**src/leb_pkg.sv**
```systemverilog
// leb_pkg: shared types and constants of the line edit buffer
`default_nettype none
package leb_pkg;

  // input op codes
  localparam logic [3:0] OP_CHAR      = 4'd0;
  localparam logic [3:0] OP_LEFT      = 4'd1;
  localparam logic [3:0] OP_RIGHT     = 4'd2;
  localparam logic [3:0] OP_HOME      = 4'd3;
  localparam logic [3:0] OP_END       = 4'd4;
  localparam logic [3:0] OP_BACKSPACE = 4'd5;
  localparam logic [3:0] OP_DELETE    = 4'd6;
  localparam logic [3:0] OP_TAB       = 4'd7;
  localparam logic [3:0] OP_ENTER     = 4'd8;

  localparam logic [7:0] TAB_BYTE   = 8'd9;
  localparam logic [7:0] PRINT_LO   = 8'd32;
  localparam logic [7:0] PRINT_HI   = 8'd126;

  localparam int unsigned CFG_W     = 7;
  localparam int unsigned CNT_W     = 7;
  localparam logic [CFG_W-1:0] MAX_OUT_RESET = 7'd64;

  typedef enum logic [2:0] {
    CMD_INSERT,
    CMD_LEFT,
    CMD_RIGHT,
    CMD_HOME,
    CMD_END,
    CMD_BACKSPACE,
    CMD_DELETE,
    CMD_ENTER
  } cmd_kind_t;

  typedef struct packed {
    cmd_kind_t  kind;
    logic [7:0] data;
  } cmd_t;

  typedef struct packed {
    logic valid;
    cmd_t cmd;
  } q_head_t;

endpackage
`default_nettype wire

```
**src/leb_front.sv**
```systemverilog
// leb_front: accepts key transactions and turns them into edit commands
`default_nettype none
module leb_front
  import leb_pkg::*;
(
  input  wire logic       start,
  input  wire logic       busy,
  input  wire logic [3:0] in_op,
  input  wire logic [7:0] in_key_char,
  output logic            push,
  output cmd_t            push_cmd
);

  logic keep;

  always_comb begin
    keep          = 1'b1;
    push_cmd.kind = CMD_INSERT;
    push_cmd.data = in_key_char;
    unique case (in_op)
      OP_CHAR: begin
        keep = (in_key_char >= PRINT_LO) && (in_key_char <= PRINT_HI);
      end
      OP_LEFT:      push_cmd.kind = CMD_LEFT;
      OP_RIGHT:     push_cmd.kind = CMD_RIGHT;
      OP_HOME:      push_cmd.kind = CMD_HOME;
      OP_END:       push_cmd.kind = CMD_END;
      OP_BACKSPACE: push_cmd.kind = CMD_BACKSPACE;
      OP_DELETE:    push_cmd.kind = CMD_DELETE;
      OP_TAB:       push_cmd.data = TAB_BYTE;
      OP_ENTER:     push_cmd.kind = CMD_ENTER;
      default:      keep = 1'b0;
    endcase
  end

  // ignored keys are accepted but never queued
  assign push = start && !busy && keep;

endmodule
`default_nettype wire

```
**src/leb_queue.sv**
```systemverilog
// leb_queue: two entry command queue between front and back
`default_nettype none
module leb_queue
  import leb_pkg::*;
(
  input  wire logic clk,
  input  wire logic rst_n,
  input  wire logic push,
  input  wire cmd_t push_cmd,
  input  wire logic pop,
  output logic      full,
  output q_head_t   head
);

  cmd_t       ent_r [2];
  logic       wr_ptr_r, wr_ptr_nxt;
  logic       rd_ptr_r, rd_ptr_nxt;
  logic [1:0] cnt_r, cnt_nxt;
  logic       do_pop;

  assign full       = (cnt_r == 2'd2);
  assign head.valid = (cnt_r != 2'd0);
  assign head.cmd   = ent_r[rd_ptr_r];
  assign do_pop     = pop && head.valid;

  always_comb begin
    wr_ptr_nxt = push ? ~wr_ptr_r : wr_ptr_r;
    rd_ptr_nxt = do_pop ? ~rd_ptr_r : rd_ptr_r;
    cnt_nxt    = cnt_r + {1'b0, push} - {1'b0, do_pop};
  end

  always_ff @(posedge clk) begin
    if (!rst_n) begin
      wr_ptr_r <= 1'b0;
      rd_ptr_r <= 1'b0;
      cnt_r    <= 2'd0;
    end else begin
      wr_ptr_r <= wr_ptr_nxt;
      rd_ptr_r <= rd_ptr_nxt;
      cnt_r    <= cnt_nxt;
    end
  end

  always_ff @(posedge clk) begin
    if (push) begin
      ent_r[wr_ptr_r] <= push_cmd;
    end
  end

endmodule
`default_nettype wire

```
**src/leb_back.sv**
```systemverilog
// leb_back: line store, cursor and length; executes edit commands
`default_nettype none
module leb_back
  import leb_pkg::*;
#(
  parameter int unsigned LINE_CAP = 63
) (
  input  wire logic             clk,
  input  wire logic             rst_n,
  input  wire q_head_t          head,
  output logic                  pop,
  input  wire logic [CFG_W-1:0] max_line_out,
  output logic                  out_strobe,
  output logic [7:0]            out_char,
  output logic                  out_last,
  output logic [CNT_W-1:0]      out_count
);

  localparam int unsigned POS_W  = $clog2(LINE_CAP + 1);
  localparam int unsigned ADDR_W = (LINE_CAP > 1) ? $clog2(LINE_CAP) : 1;

  typedef enum logic [3:0] {
    ST_IDLE,
    ST_SHR,
    ST_INS_DRAIN,
    ST_INS_BYTE,
    ST_DEL,
    ST_DEL_DRAIN,
    ST_EMIT,
    ST_EMIT_DRAIN,
    ST_TERM
  } state_t;

  state_t             state_r, state_nxt;
  logic [POS_W-1:0]   cur_r, cur_nxt;
  logic [POS_W-1:0]   len_r, len_nxt;
  logic [ADDR_W-1:0]  p_r, p_nxt;
  logic [ADDR_W-1:0]  e_r, e_nxt;
  logic [ADDR_W-1:0]  pdst_r, pdst_nxt;
  logic               pend_r, pend_nxt;
  logic               epend_r, epend_nxt;
  logic [7:0]         b_r, b_nxt;
  logic [CNT_W-1:0]   cnt_r, cnt_nxt;

  logic [7:0]         mem [LINE_CAP];
  logic [7:0]         rdata_r;
  logic               rd_en;
  logic               we;
  logic [ADDR_W-1:0]  waddr;
  logic [7:0]         wdata;

  logic [POS_W-1:0]   cur_p1, cur_m1, len_m1;
  logic [CNT_W-1:0]   limit, len_ext, n_out, n_m1;

  assign cur_p1  = cur_r + 1'b1;
  assign cur_m1  = cur_r - 1'b1;
  assign len_m1  = len_r - 1'b1;
  assign len_ext = CNT_W'(len_r);
  assign limit   = (max_line_out == '0) ? '0 : max_line_out - 1'b1;
  assign n_out   = (len_ext < limit) ? len_ext : limit;
  assign n_m1    = n_out - 1'b1;

  assign pop   = (state_r == ST_IDLE) && head.valid;
  assign rd_en = (state_r == ST_SHR) || (state_r == ST_DEL) || (state_r == ST_EMIT);

  always_comb begin
    state_nxt = state_r;
    cur_nxt   = cur_r;
    len_nxt   = len_r;
    p_nxt     = p_r;
    e_nxt     = e_r;
    pdst_nxt  = pdst_r;
    pend_nxt  = 1'b0;
    epend_nxt = 1'b0;
    b_nxt     = b_r;
    cnt_nxt   = cnt_r;
    unique case (state_r)
      ST_IDLE: begin
        if (head.valid) begin
          unique case (head.cmd.kind)
            CMD_INSERT: begin
              if (len_r != POS_W'(LINE_CAP)) begin
                cur_nxt = cur_p1;
                len_nxt = len_r + 1'b1;
                b_nxt   = head.cmd.data;
                e_nxt   = cur_r[ADDR_W-1:0];
                if (cur_r == len_r) begin
                  state_nxt = ST_INS_BYTE;
                end else begin
                  p_nxt     = len_m1[ADDR_W-1:0];
                  state_nxt = ST_SHR;
                end
              end
            end
            CMD_LEFT: begin
              if (cur_r != '0) cur_nxt = cur_m1;
            end
            CMD_RIGHT: begin
              if (cur_r < len_r) cur_nxt = cur_p1;
            end
            CMD_HOME: cur_nxt = '0;
            CMD_END:  cur_nxt = len_r;
            CMD_BACKSPACE: begin
              // remove the byte at cursor - 1; tail starts at the old cursor
              if (cur_r != '0) begin
                cur_nxt = cur_m1;
                len_nxt = len_m1;
                if (cur_r < len_r) begin
                  p_nxt     = cur_r[ADDR_W-1:0];
                  e_nxt     = len_m1[ADDR_W-1:0];
                  state_nxt = ST_DEL;
                end
              end
            end
            CMD_DELETE: begin
              if (cur_r < len_r) begin
                len_nxt = len_m1;
                if (cur_p1 < len_r) begin
                  p_nxt     = cur_p1[ADDR_W-1:0];
                  e_nxt     = len_m1[ADDR_W-1:0];
                  state_nxt = ST_DEL;
                end
              end
            end
            CMD_ENTER: begin
              cur_nxt = '0;
              len_nxt = '0;
              cnt_nxt = n_out + 1'b1;
              if (n_out == '0) begin
                state_nxt = ST_TERM;
              end else begin
                p_nxt     = '0;
                e_nxt     = n_m1[ADDR_W-1:0];
                state_nxt = ST_EMIT;
              end
            end
          endcase
        end
      end
      ST_SHR: begin
        // move store[p] up to store[p+1], walking down to the cursor
        pend_nxt = 1'b1;
        pdst_nxt = p_r + ADDR_W'(1);
        if (p_r == e_r) state_nxt = ST_INS_DRAIN;
        else            p_nxt     = p_r - ADDR_W'(1);
      end
      ST_INS_DRAIN: state_nxt = ST_INS_BYTE;
      ST_INS_BYTE:  state_nxt = ST_IDLE;
      ST_DEL: begin
        pend_nxt = 1'b1;
        pdst_nxt = p_r - ADDR_W'(1);
        if (p_r == e_r) state_nxt = ST_DEL_DRAIN;
        else            p_nxt     = p_r + ADDR_W'(1);
      end
      ST_DEL_DRAIN: state_nxt = ST_IDLE;
      ST_EMIT: begin
        epend_nxt = 1'b1;
        if (p_r == e_r) state_nxt = ST_EMIT_DRAIN;
        else            p_nxt     = p_r + ADDR_W'(1);
      end
      ST_EMIT_DRAIN: state_nxt = ST_TERM;
      ST_TERM:       state_nxt = ST_IDLE;
      default:       state_nxt = ST_IDLE;
    endcase
  end

  always_ff @(posedge clk) begin
    if (!rst_n) begin
      state_r <= ST_IDLE;
      cur_r   <= '0;
      len_r   <= '0;
      pend_r  <= 1'b0;
      epend_r <= 1'b0;
    end else begin
      state_r <= state_nxt;
      cur_r   <= cur_nxt;
      len_r   <= len_nxt;
      pend_r  <= pend_nxt;
      epend_r <= epend_nxt;
    end
    p_r    <= p_nxt;
    e_r    <= e_nxt;
    pdst_r <= pdst_nxt;
    b_r    <= b_nxt;
    cnt_r  <= cnt_nxt;
  end

  // one write port: pending moves, or the inserted byte
  always_comb begin
    we    = 1'b0;
    waddr = e_r;
    wdata = b_r;
    if (pend_r) begin
      we    = 1'b1;
      waddr = pdst_r;
      wdata = rdata_r;
    end else if (state_r == ST_INS_BYTE) begin
      we = 1'b1;
    end
  end

  always_ff @(posedge clk) begin
    if (we) begin
      mem[waddr] <= wdata;
    end
    if (rd_en) begin
      rdata_r <= mem[p_r];
    end
  end

  assign out_strobe = epend_r || (state_r == ST_TERM);
  assign out_last   = (state_r == ST_TERM);
  assign out_char   = (state_r == ST_TERM) ? 8'd0 : rdata_r;
  assign out_count  = (state_r == ST_TERM) ? cnt_r : '0;

endmodule
`default_nettype wire

```
**src/line_edit_buffer_core.sv**
```systemverilog
// line_edit_buffer_core: top level of the terminal line edit buffer
`default_nettype none
// terminal line editor, one decoded key per transaction. the front decodes the
// key and drops ignored ones (non-printable chars, unused op codes); the rest
// enter a two entry queue, and start is taken whenever busy is low, i.e. while
// the queue has room. the back runs one command at a time against a LINE_CAP
// byte line store with one write and one registered read port. cursor moves,
// and inserts or deletes at the end of the line, move no stored bytes; an
// insert or a delete in the middle shifts the tail, one stored byte moved per
// cycle. enter emits n bytes as one byte transaction per cycle on out_strobe,
// back to back, then the terminator with out_last set and out_count
// = n + 1. results cannot be held off: each stands on the ports for exactly one
// cycle. max_line_out is written through cfg_valid/cfg_ready (always ready)
// and should only change while no enter is queued or running. no clearing pass
// after reset: stored bytes are read only after they were written.
module line_edit_buffer_core
  import leb_pkg::*;
#(
  parameter int unsigned LINE_CAP = 63
) (
  input  wire logic             clk,
  input  wire logic             rst_n,
  // key transactions
  input  wire logic             start,
  output logic                  busy,
  input  wire logic [3:0]       in_op,
  input  wire logic [7:0]       in_key_char,
  // emitted line
  output logic                  out_strobe,
  output logic [7:0]            out_char,
  output logic                  out_last,
  output logic [CNT_W-1:0]      out_count,
  // destination size register
  input  wire logic             cfg_valid,
  output logic                  cfg_ready,
  input  wire logic [CFG_W-1:0] cfg_data
);

  logic             push;
  cmd_t             push_cmd;
  logic             pop;
  logic             q_full;
  q_head_t          head;
  logic [CFG_W-1:0] max_out_r;

  // queue full is the only back-pressure on the key side
  assign busy      = q_full;
  assign cfg_ready = 1'b1;

  always_ff @(posedge clk) begin
    if (!rst_n) begin
      max_out_r <= MAX_OUT_RESET;
    end else if (cfg_valid && cfg_ready) begin
      max_out_r <= cfg_data;
    end
  end

  // decode and filter keys
  leb_front u_front (
    .start       (start),
    .busy        (q_full),
    .in_op       (in_op),
    .in_key_char (in_key_char),
    .push        (push),
    .push_cmd    (push_cmd)
  );

  // decouples key intake from the slow edit / emit engine
  leb_queue u_queue (
    .clk      (clk),
    .rst_n    (rst_n),
    .push     (push),
    .push_cmd (push_cmd),
    .pop      (pop),
    .full     (q_full),
    .head     (head)
  );

  // line store, cursor and length
  leb_back #(
    .LINE_CAP (LINE_CAP)
  ) u_back (
    .clk          (clk),
    .rst_n        (rst_n),
    .head         (head),
    .pop          (pop),
    .max_line_out (max_out_r),
    .out_strobe   (out_strobe),
    .out_char     (out_char),
    .out_last     (out_last),
    .out_count    (out_count)
  );

  // a terminator closes the line: the engine goes back to idle
  a_term_then_quiet: assert property (@(posedge clk) disable iff (!rst_n)
    out_last |=> !out_strobe)
    else $error("result transaction right after terminator");

  // byte transactions of a line are contiguous up to the terminator
  a_bytes_contiguous: assert property (@(posedge clk) disable iff (!rst_n)
    (out_strobe && !out_last) |=> out_strobe)
    else $error("gap inside emitted line");

  // terminator count is at least one and never beyond the store size plus one
  a_term_count: assert property (@(posedge clk) disable iff (!rst_n)
    out_last |-> (out_count != '0) && (out_count <= CNT_W'(LINE_CAP + 1)))
    else $error("terminator count out of range");

  // nothing comes out in the first cycle after reset
  a_reset_quiet: assert property (@(posedge clk) disable iff (!rst_n)
    $past(!rst_n) |-> !out_strobe)
    else $error("result transaction right after reset");

endmodule
`default_nettype wire

```
**config.mk**
```make
export PLATFORM = sky130hd
export DESIGN_NAME = line_edit_buffer_core
export DESIGN_NICKNAME = d
export VERILOG_FILES = /design/src/leb_pkg.sv /design/src/leb_front.sv /design/src/leb_queue.sv /design/src/leb_back.sv /design/src/line_edit_buffer_core.sv
export SDC_FILE = /design/constraint.sdc
export NUM_CORES = 1
export LEC_CHECK = 0
export BUFFER_PORTS_ARGS = -buffer_cell sky130_fd_sc_hd__buf_4
export CAP_MARGIN = 20
export CORE_MARGIN = 2
export CORE_UTILIZATION = 40
export CTS_CLUSTER_DIAMETER = 200
export DETAILED_ROUTE_END_ITERATION = 10
export PLACE_DENSITY_LB_ADDON = 0.1
export SYNTH_ARGS = -nofsm -noshare
export SYNTH_HDL_FRONTEND = slang
export SYNTH_SLANG_ARGS = --single-unit
```
**constraint.sdc**
```tcl
create_clock -name clk -period 4.9 [get_ports clk]
set_input_delay 0.735 -clock clk [delete_from_list [all_inputs] [get_ports clk]]
set_output_delay 0.735 -clock clk [all_outputs]
set_load 0.005 [all_outputs]
```
# ---- Word level (Yosys, flattened, before mapping)
# Memories as Yosys holds them, arrays and structs flattened. A register that Yosys moved wholly into a read port is not among the register bits.
# Index checks and enable logic that the tools add are counted.
dict set report word_totals {
  ff_bits 62
  ramBits 526
  in_bits 23
  output_inout_bits 19
  elab_cells 173
  memories 2
}
# memory words word_bits read_ports rd_clocked_by_memory_dff wr line_no
set mem_list {}
lappend mem_list {u_back.mem 63 8 1 1 1 leb_back.sv:45} ;# logic [7:0] mem [LINE_CAP];
lappend mem_list {u_queue.ent_r 2 11 1 1 1 leb_queue.sv:15} ;# cmd_t ent_r [2];
dict set report classes {
  add_sub_neg 11
  n_lt_le_gt_ge 5
  eq_ne 48
  muxes 59
  bitwise_logic 2
  reduce_logical 32
}
# operator count
set op_table {}
lappend op_table {{2-to-1 mux 6 bit} 22}
lappend op_table {{one-hot mux 6 bit (4 select lines)} 3}
lappend op_table {{2-to-1 mux 4 bit} 10}
lappend op_table {{one-hot mux 6 bit (5 select lines)} 1}
lappend op_table {{equality test 4 x 3 -> 1 bit, second input constant} 7}
lappend op_table {{2-to-1 mux 8 bit} 3}
lappend op_table {{one-hot mux 4 bit (6 select lines)} 1}
lappend op_table {{subtractor 6 x 1 -> 6 bit, second input constant} 4}
lappend op_table {{2-to-1 mux 7 bit} 3}
lappend op_table {{!= test 3 bit, second input constant} 7}
lappend op_table {{one-hot mux 3 bit (7 select lines)} 1}
lappend op_table {{adder 6 x 1 -> 6 bit, second input constant} 3}
lappend op_table {{one-hot mux 6 bit (3 select lines)} 1}
lappend op_table {{equality test 4 x 2 -> 1 bit, second input constant} 4}
lappend op_table {{!= test 2 x 1 -> 1 bit, second input constant} 8}
lappend op_table {{one-hot mux 4 bit (4 select lines)} 1}
lappend op_table {{zero test 7 bit} 2}
lappend op_table {{equality test 3 bit, second input constant} 4}
lappend op_table {{equality test 6 bit} 2}
lappend op_table {{less-than comparator 6 bit} 2}
lappend op_table {{!= test 2 bit, second input constant} 6}
lappend op_table {{one-hot mux 6 bit (2 select lines)} 1}
lappend op_table {{AND reduction 12 bit} 1}
lappend op_table {{AND reduction 6 bit} 2}
lappend op_table {{other kinds (34)} 58}

# ---- Longest topological paths before layout
# Gate-level depths: netlist of the first run.
dict set report logic_depth {
  ltp_word 9
  ltp_mapped 21
  ltp_nobuf 18
}

# ---- By module
# A second synthesis of the first run with hierarchy kept.
dict set report unflattened {
  cells_unflattened 1508
  hier_area_um2 25838.5
}
# module n_inst cells_per_inst area_per_inst_um2 seq_area_each_um2
set modules_own_cells {}
lappend modules_own_cells {leb_back 1 1398 24347.1 16726.0}
lappend modules_own_cells {leb_queue 1 57 1037.2 760.7}
lappend modules_own_cells {line_edit_buffer_core 1 24 274.0 140.1}
lappend modules_own_cells {leb_front 1 29 180.2 0.0}

# ---- Least setup slack after synthesis of the first run
# No wires, ideal clock.
dict set report synth_path {
  kind {reg2reg}
  startpoint {register max_out_r[0]}
  endpoint {register u_back.e_r[0], enable pin}
  setup_ns 0.379
  arrival_time_ns 4.047
  t_required_ns 4.521
  slack_ns 0.474
  stages_incl_launch_ff 20
  path_buffers 3
  period_less_slack_ns 4.426
  cell_sequence {dfxtp_1 > inv_1 > ha_1 > nor4b_4 > and2_1 > buf_2 > or2_2 > ha_1 > o21a_1 > o2111ai_1 > a21oi_4 > o311ai_4 > buf_4 > buf_2 > nand2_1 > o21a_1 > ha_1 > nand4_1 > mux2i_1 > a211oi_1}
}
dict set report synth_via {
  elab_chain_cells 7
  word_cells_on_any_way 8
  cone_classes {1 x add/sub; 1 x order compare; 1 x eq/ne; 2 x mux; 3 x reduce/logical}
}
# item line_no
set synth_lines {}
lappend synth_lines {{start: declaration} line_edit_buffer_core.sv:44} ;# logic [CFG_W-1:0] max_out_r;
lappend synth_lines {{start signal: assignment} line_edit_buffer_core.sv:54} ;# max_out_r <= cfg_data;
lappend synth_lines {{subtractor 7 x 1 -> 7 bit / zero test 7 bit (equally long branches)} leb_back.sv:59} ;# assign limit = (max_line_out == '0) ? '0 : max_line_out - 1'b1;
lappend synth_lines {{2-to-1 mux 7 bit (*)} leb_back.sv:59}
lappend synth_lines {{less-than comparator 6 x 7 -> 1 bit} leb_back.sv:60} ;# assign n_out = (len_ext < limit) ? len_ext : limit;
lappend synth_lines {{2-to-1 mux 7 bit (*)} leb_back.sv:60}
lappend synth_lines {{zero test 7 bit (*)} leb_back.sv:129} ;# if (n_out == '0) begin
lappend synth_lines {{!= test 2 bit (no line) (*)} --}
lappend synth_lines {{AND reduction 9 bit (no line) (*)} --}
lappend synth_lines {{end signal: assignment} leb_back.sv:182} ;# e_r <= e_nxt;
lappend synth_lines {{end: declaration} leb_back.sv:38} ;# logic [ADDR_W-1:0] e_r, e_nxt;
# Mark *: on every way between the ends. The rest lies on a longest branch, timed or not.
# A chain may end at the register's enable or synchronous reset.

# ---- Worst setup path in the final report of the first run
dict set report layout_path {
  startpoint {register max_out_r[0]}
  endpoint {register u_back.p_r[0], enable pin}
}
dict set report layout_via {
  elab_chain_cells 7
  word_cells_on_any_way 8
  cone_classes {1 x add/sub; 1 x order compare; 1 x eq/ne; 2 x mux; 3 x reduce/logical}
}
# item line_no
set layout_lines {}
lappend layout_lines {{subtractor 7 x 1 -> 7 bit / zero test 7 bit (equally long branches)} leb_back.sv:59}
lappend layout_lines {{2-to-1 mux 7 bit (*)} leb_back.sv:59}
lappend layout_lines {{less-than comparator 6 x 7 -> 1 bit} leb_back.sv:60}
lappend layout_lines {{2-to-1 mux 7 bit (*)} leb_back.sv:60}
lappend layout_lines {{zero test 7 bit (*)} leb_back.sv:129}
lappend layout_lines {{!= test 3 bit (no line) (*)} --}
lappend layout_lines {{AND reduction 12 bit (no line) (*)} --}
lappend layout_lines {{end signal: assignment} leb_back.sv:181} ;# p_r <= p_nxt;
lappend layout_lines {{end: declaration} leb_back.sv:37} ;# logic [ADDR_W-1:0] p_r, p_nxt;
# Marks and branches as above.

==> out/metrics.yaml, run 1 <==
ys_dominant_reg_cell: "edfxtp_1"
slowest_delay_ps: 480
avgSynthCellArea_um2: 16.1
area_growth_pct: 13.7
ctsResizeCount: 0
seq_area_frac_synth: 0.682
whs_ps: 370
async_flop_share: 0
globalRoute.totalOverflow: 0
p_total_mw: 17.4
final-max-slew-violation-count: 0
die_area_um2: 66600
hold_buffers: 0
r2r_start: "max_out_r[0]"
ios: 42
ir_drop_mv: 0.304
gp_congestion: 0.853
synthCells: 1609
cts_made_buffers: 66
rsz0062_at_grt: "no"
first_global_vias: 14400
layout_common_cells: "edfxtp_1, nand2_1, nor2_1"
wl_mm: 65.0
ys_ff_latch: 597
min_period_over_period: 0.927
start_util: 0.403
fin_nets: 1720
core_um2: 64100
setup_viol: 0
status: "finished, final reports clean"
nFillCells: 5550
synth_top_area_frac: 0.659
drtIter0Drc: 1265
synth.distinct_cells: 71
final_common_cell: "edfxtp_1"
grt_pass1_wl_mm: 97.1
synth.largest_area_cell: "edfxtp_1"
die_h_um: 258
cp_data_arrival_time_ps: 4820
period_needed_ps: 4540
cts_max_level: 3
final_area_um2: 29400
cts_sinks: 597
cp-start-kind: "flop"
dpl_cell_area_um2: 27100
cts_root_buf: "clkbuf_16"
cp.required_ps: 5170
antenna_found_initial: 0
drv_cap: 0
relSlewSlack: 0.300
drc_errors: 0
synth_area_um2: 25800
synth.net_count: 1663
critPathMaxFanout: 11
ys_warn_count: 0
worst_slew_pin_slew_ps: 1050
num_rows: 93
worstSkewPairLatency_ps: 600
die_w_um: 258
cts_tree: "yes"
critPathSlowestCell: "mux2i_1"
path_cells: "inv_1, ha_1, nor4b_4, and2_1, or2_2, ha_1, o21a_1, o2111ai_1, a21oi_4, o311ai_4, mux2i_1, ha_1, nand4_1, mux2i_1, a21oi_1"
wl_per_cell_um: 25.3
instances_no_fill: 2569
leakage_nw: 9.79
finalHoldViolCount: 0
hp-class: "in -> reg"
grt_max_degree: 71
crit_top_cell: "ha_1"
vias: 14500
post_cts_buffers: 0
finalSetupTns_ps: 0
synth_edf_count: 567
crit_path_start: "max_out_r[0]"
cts.clk_slew.worst_paths_ps: 60
viasPerCell: 5.63
drive_gt1_frac: 0.193
fmax_mhz: 220
dp_hpwl_mm: 41.1
power_per_cell_area_nw_per_um2: 594
antennaDiodeCount: 0
worstHoldStart: "cfg_data[6]"
ys_top_cells_by_area: "edfxtp_1, mux4_2, mux2i_1"
port_buffers: 40
criticalPathCategory: "reg -> reg"
grtUsageTotal: 0.197
clk_path_buf_depth: 3
dpl.cell_count: 2450
crit_path_end_kind: "flop"
fin_skew_ps: 23.6
dr.pass1.iters: 8
ant_nets: 0
## synth_stat cells, drive strengths merged, types with 7 or more instances
cell type  instances
buf               42
mux4             114
nor3              15
a22oi              8
xnor2             22
nor2b             27
nand3             33
dfxtp             30
a221oi             8
clkbuf            44
nor2             119
edfxtp           567
a32oi              9
xor2              18
and2              26
a21oi             49
ha                31
a21boi             7
mux2i             70
o22ai             18
inv               32
o221ai            12
nand2b            10
mux2              26
nand2            119
o21ai             50
o211ai            13
## logic make-up after synthesis
group                    after synthesis  synth area share
AO/OA/AOI/OAI                        230            0.0614
XOR/XNOR                              40            0.0136
adder cells (fa/ha/maj)               31            0.0150
buffers and inverters                118            0.0202
flip-flops                           597             0.682
multiplexers                         210             0.138
other                                  1          0.000145
AND/OR/NAND/NOR                      382            0.0693
## area by class of cell
type	instances	area, um2	share of cell area
Sequential cell	597	17600	0.600
Multi-Input combinational cell	894	7690	0.262
Clock buffer	82	1780	0.0605
Tap cell	855	1070	0.0364
Timing Repair Buffer	75	626	0.0213
Clock inverter	34	458	0.0156
Inverter	32	120	0.00409
## metrics by stage
stage	util	setup WS (ps)
floorplan	-	474
global placement	0.423	498
detailed placement	0.423	422
CTS	0.457	373
global route	0.458	24.8
finish	0.458	358
## layer usage
layer / GRT usage / routed length, um / vias up
met5: 0 / 0 / -
met3: 0.0312 / 3210 / 103
met1: 0.283 / 29600 / 7506
met4: 0.0615 / 1880 / 0
li1: - / - / 6444
met2: 0.309 / 30300 / 401
## power breakdown
part | total (mW) | switching, mW | internal (mW)
logic | 5.83 | 3.58 | 2.25
clock network | 5.13 | 2.01 | 3.11
registers | 6.49 | 0.313 | 6.18
total | 17.4 | 5.91 | 11.5
## registers in the layout, indices dropped and copies added (netlist names), 2 cells and up, named ones only
| signal | count |
|---|---|
| max_out_r | 7 |
| u_back.b_r | 8 |
| u_back.cnt_r | 7 |
| u_back.cur_r | 6 |
| u_back.e_r | 6 |
| u_back.len_r | 6 |
| u_back.mem | 504 |
| u_back.p_r | 6 |
| u_back.pdst_r | 6 |
| u_back.rdata_r | 8 |
| u_back.state_r | 4 |
| u_queue.cnt_r | 2 |
| u_queue.ent_r | 22 |
## critical path, delay by kind of cell, from the launching register on
| family | cells | cell delay [ps] |
|---|---|---|
| AO/OA/AOI/OAI | 5 | 1320 |
| adder cells (fa/ha/maj) | 3 | 720 |
| buffers and inverters | 1 | 110 |
| flip-flops | 1 | 470 |
| multiplexers | 2 | 790 |
| AND/OR/NAND/NOR | 4 | 830 |
## worst paths after layout
path | endpoint | slack, ps | cells past startpoint
setup / recovery | u_back.p_r[0] | 360 | 15
hold / removal | max_out_r[6] | 370 | 3
setup reg to reg | u_back.p_r[0] | 360 | 15
hold reg to reg | u_back.b_r[7] | 560 | 1
Power figures use the tool's default switching activity.
==> run 2, diff against run 1 <==
--- a/config.mk
+++ b/config.mk
@@ -10,8 +10,10 @@
 export CORE_MARGIN = 2
 export CORE_UTILIZATION = 40
 export CTS_CLUSTER_DIAMETER = 200
+export CTS_CLUSTER_SIZE = 10
 export DETAILED_ROUTE_END_ITERATION = 10
-export PLACE_DENSITY_LB_ADDON = 0.1
+export PLACE_DENSITY = 0.54
+export SETUP_SLACK_MARGIN = 0.5
 export SYNTH_ARGS = -nofsm -noshare
 export SYNTH_HDL_FRONTEND = slang
 export SYNTH_SLANG_ARGS = --single-unit
==> out/metrics.yaml, run 2 (synthesis results as in run 1) <==
status: "finished, final reports clean"
worstSkewPairLatency_ps: 630  # +30 ps
drtIter0Drc: 1569  # +24%
fmax_mhz: 239  # +8.7%
crit_top_cell: "ha_1"
cp_data_arrival_time_ps: 4430  # -390 ps
cts_max_level: 3  # unchanged
power_frac_comb: 0.342  # +0.008
rrSetupSlack_ps: 720  # +360 ps
critPathSlowestCell: "a211oi_4"
wl_mm: 62.9  # -3.1%
start_util: 0.403  # unchanged
antenna_found_initial: 0  # unchanged
dp_slack_ps: 375  # -46.6 ps
largest_register: "u_back.mem"
path_buf_inv: 2  # +1
grt_pass1_wl_mm: 94.1  # -3.1%
largest_register_ffs: 504  # unchanged
cts_root_buf: "clkbuf_16"
period_needed_ps: 4180  # -365 ps
pwr-share-clk: 0.273  # -0.021
criticalPathCategory: "reg -> reg"
cp-start-kind: "flop"
leakage_nw: 9.63  # -1.6%
p_total_mw: 16.9  # -3.2%
cts_tree: "yes"
min_period_over_period: 0.853  # -0.0744
path_cells: "inv_1, ha_1, nor4b_4, and2_2, or2_2, ha_1, o21a_1, o2111ai_2, a21oi_4, o311ai_4, buf_12, nand2_1, o21a_1, ha_1, o21ai_0, mux2i_4, a211oi_4"
critPathMaxFanout: 9  # -2
wl_per_cell_um: 24.7  # -2.4%
ir_drop_mv: 0.508  # +67%
core_um2: 64100  # unchanged
finalHoldViolCount: 0  # unchanged
hold_buffers: 0  # unchanged
grtUsageTotal: 0.190  # -0.00684
ant_nets: 0  # unchanged
finalSetupTns_ps: 0  # unchanged
first_global_vias: 14600  # +1.5%
seqPwrFrac: 0.385  # +0.013
clk_path_buf_depth: 3  # unchanged
fin_skew_ps: 39.4  # +15.8 ps
viasPerCell: 5.63  # +0.15%
dp_hpwl_mm: 39.7  # -3.4%
globalRoute.totalOverflow: 0  # unchanged
vias: 14400  # -0.55%
final_common_cell: "edfxtp_1"
ios: 42  # unchanged
power.internal_mw: 11.0  # -4.3%
cp.required_ps: 5150  # -20 ps
num_rows: 93  # unchanged
dr.pass1.iters: 6  # -2
drc_errors: 0  # unchanged
layout_common_cells: "edfxtp_1, nand2_1, nor2_1"
grt_max_degree: 97  # +37%
top_regs: "u_back.mem x504, u_queue.ent_r x22"
die_h_um: 258  # unchanged
p_switching_mw: 5.86  # -0.85%
cts_sinks: 597  # unchanged
drv_cap: 0  # unchanged
slowest_delay_ps: 410  # -70 ps
fin_nets: 1723  # +0.17%
drive_gt1_frac: 0.189  # -0.00385
worst_slew_pin_slew_ps: 1100  # +50.9 ps
hp-class: "in -> reg"
gp_congestion: 0.867  # +1.6%
setup_ws_ps: 722  # +365 ps
crit_family: "compound AO/OA/AOI/OAI gates"
port_buffers: 40  # unchanged
power_per_cell_area_nw_per_um2: 580  # -2.4%
relSlewSlack: 0.261  # -0.0396
setup_viol: 0  # unchanged
cts.clk_slew.worst_paths_ps: 60  # about the same
switching_share: 0.347  # +0.00807
crit_path_end_kind: "flop"
die_area_um2: 66600  # unchanged
area_growth_pct: 12.8
final-max-slew-violation-count: 0  # unchanged
rsz0062_at_grt: "no"
antennaDiodeCount: 0  # unchanged
cts_made_buffers: 69  # +4.5%
die_w_um: 258  # unchanged
[run 2: changes by cell type in the layout (fill, tap and decap cells not counted), moves of 2 or more]
cell | before | now
a211oi_1 | 6 | 4
bufinv_16 | 10 | 0
clkbuf_1 | 13 | 21
clkinv_1 | 8 | 0
clkinv_2 | 11 | 1
dfxtp_1 | 30 | 28
inv_16 | 0 | 4
inv_6 | 3 | 1
mux2i_1 | 70 | 68
[run 2: metal layers]
layer / global-route usage / vias to the layer above / routed length [um]
met3: 0.0347 / 86 / 3520
met2: 0.305 / 456 / 30000
met1: 0.263 / 7407 / 27700
met4: 0.0612 / 0 / 1690
li1: - / 6425 / -
met5: 0 / - / 0
[run 2: worst reg2reg max path: cells and delay by family, from the launching register on]
kind,cells,cell delay [ps]
AO/OA/AOI/OAI,7,1560
AND/OR/NAND/NOR,4,780
adder cells (fa/ha/maj),3,720
flip-flops,1,380
buffers and inverters,2,240
multiplexers,1,160
[run 2: area by class of cell]
| cell class | instances | area, um2 |
|---|---|---|
| fillers | 5532 | 35000 |
| flip-flops and latches | 597 | 17600 |
| multi-input cells | 894 | 7730 |
| clock buffers | 90 | 1810 |
| well taps | 855 | 1070 |
| repair buffers | 75 | 631 |
| clock inverters | 8 | 140 |
| inverters | 32 | 120 |
[run 2: per-stage QoR]
stage	util	instances	cell area, um2	hold WS (ps)
final	0.454	2551	29100	371
after global placement	0.422	2444	27000	543
after CTS	0.452	2543	29000	341
after floorplan	-	1609	25800	521
after global routing	0.454	2551	29100	348
after detailed placement	0.422	2445	27000	538
[run 2: path summary, 6_finish.rpt]
kind	start	end	cells after the start
setup reg to reg	max_out_r[0]	u_back.e_r[4]	17
hold reg to reg	u_queue.ent_r[0][4]	u_back.b_r[4]	1
hold / removal	cfg_data[6]	max_out_r[6]	3
setup / recovery	max_out_r[0]	u_back.e_r[4]	17
[run 2: power groups by stage]
| stage | registers (mW) | clock network, mW | logic [mW] |
|---|---|---|---|
| detailed placement | 6.60 | 0 | 5.72 |
| global route | 6.53 | 4.90 | 6.25 |
| CTS | 6.51 | 4.71 | 5.75 |
| floorplan | 6.37 | 0 | 4.08 |
| finish | 6.51 | 4.62 | 5.77 |
| global placement | 6.61 | 0 | 5.69 |
[run 2: timing repair]
item                                    CTS  global route
endpoints found under the setup margin   12            16
pin swaps                                 1             2
setup buffers                             0             6
gates resized for setup                   1            14
cloned                                    0             1
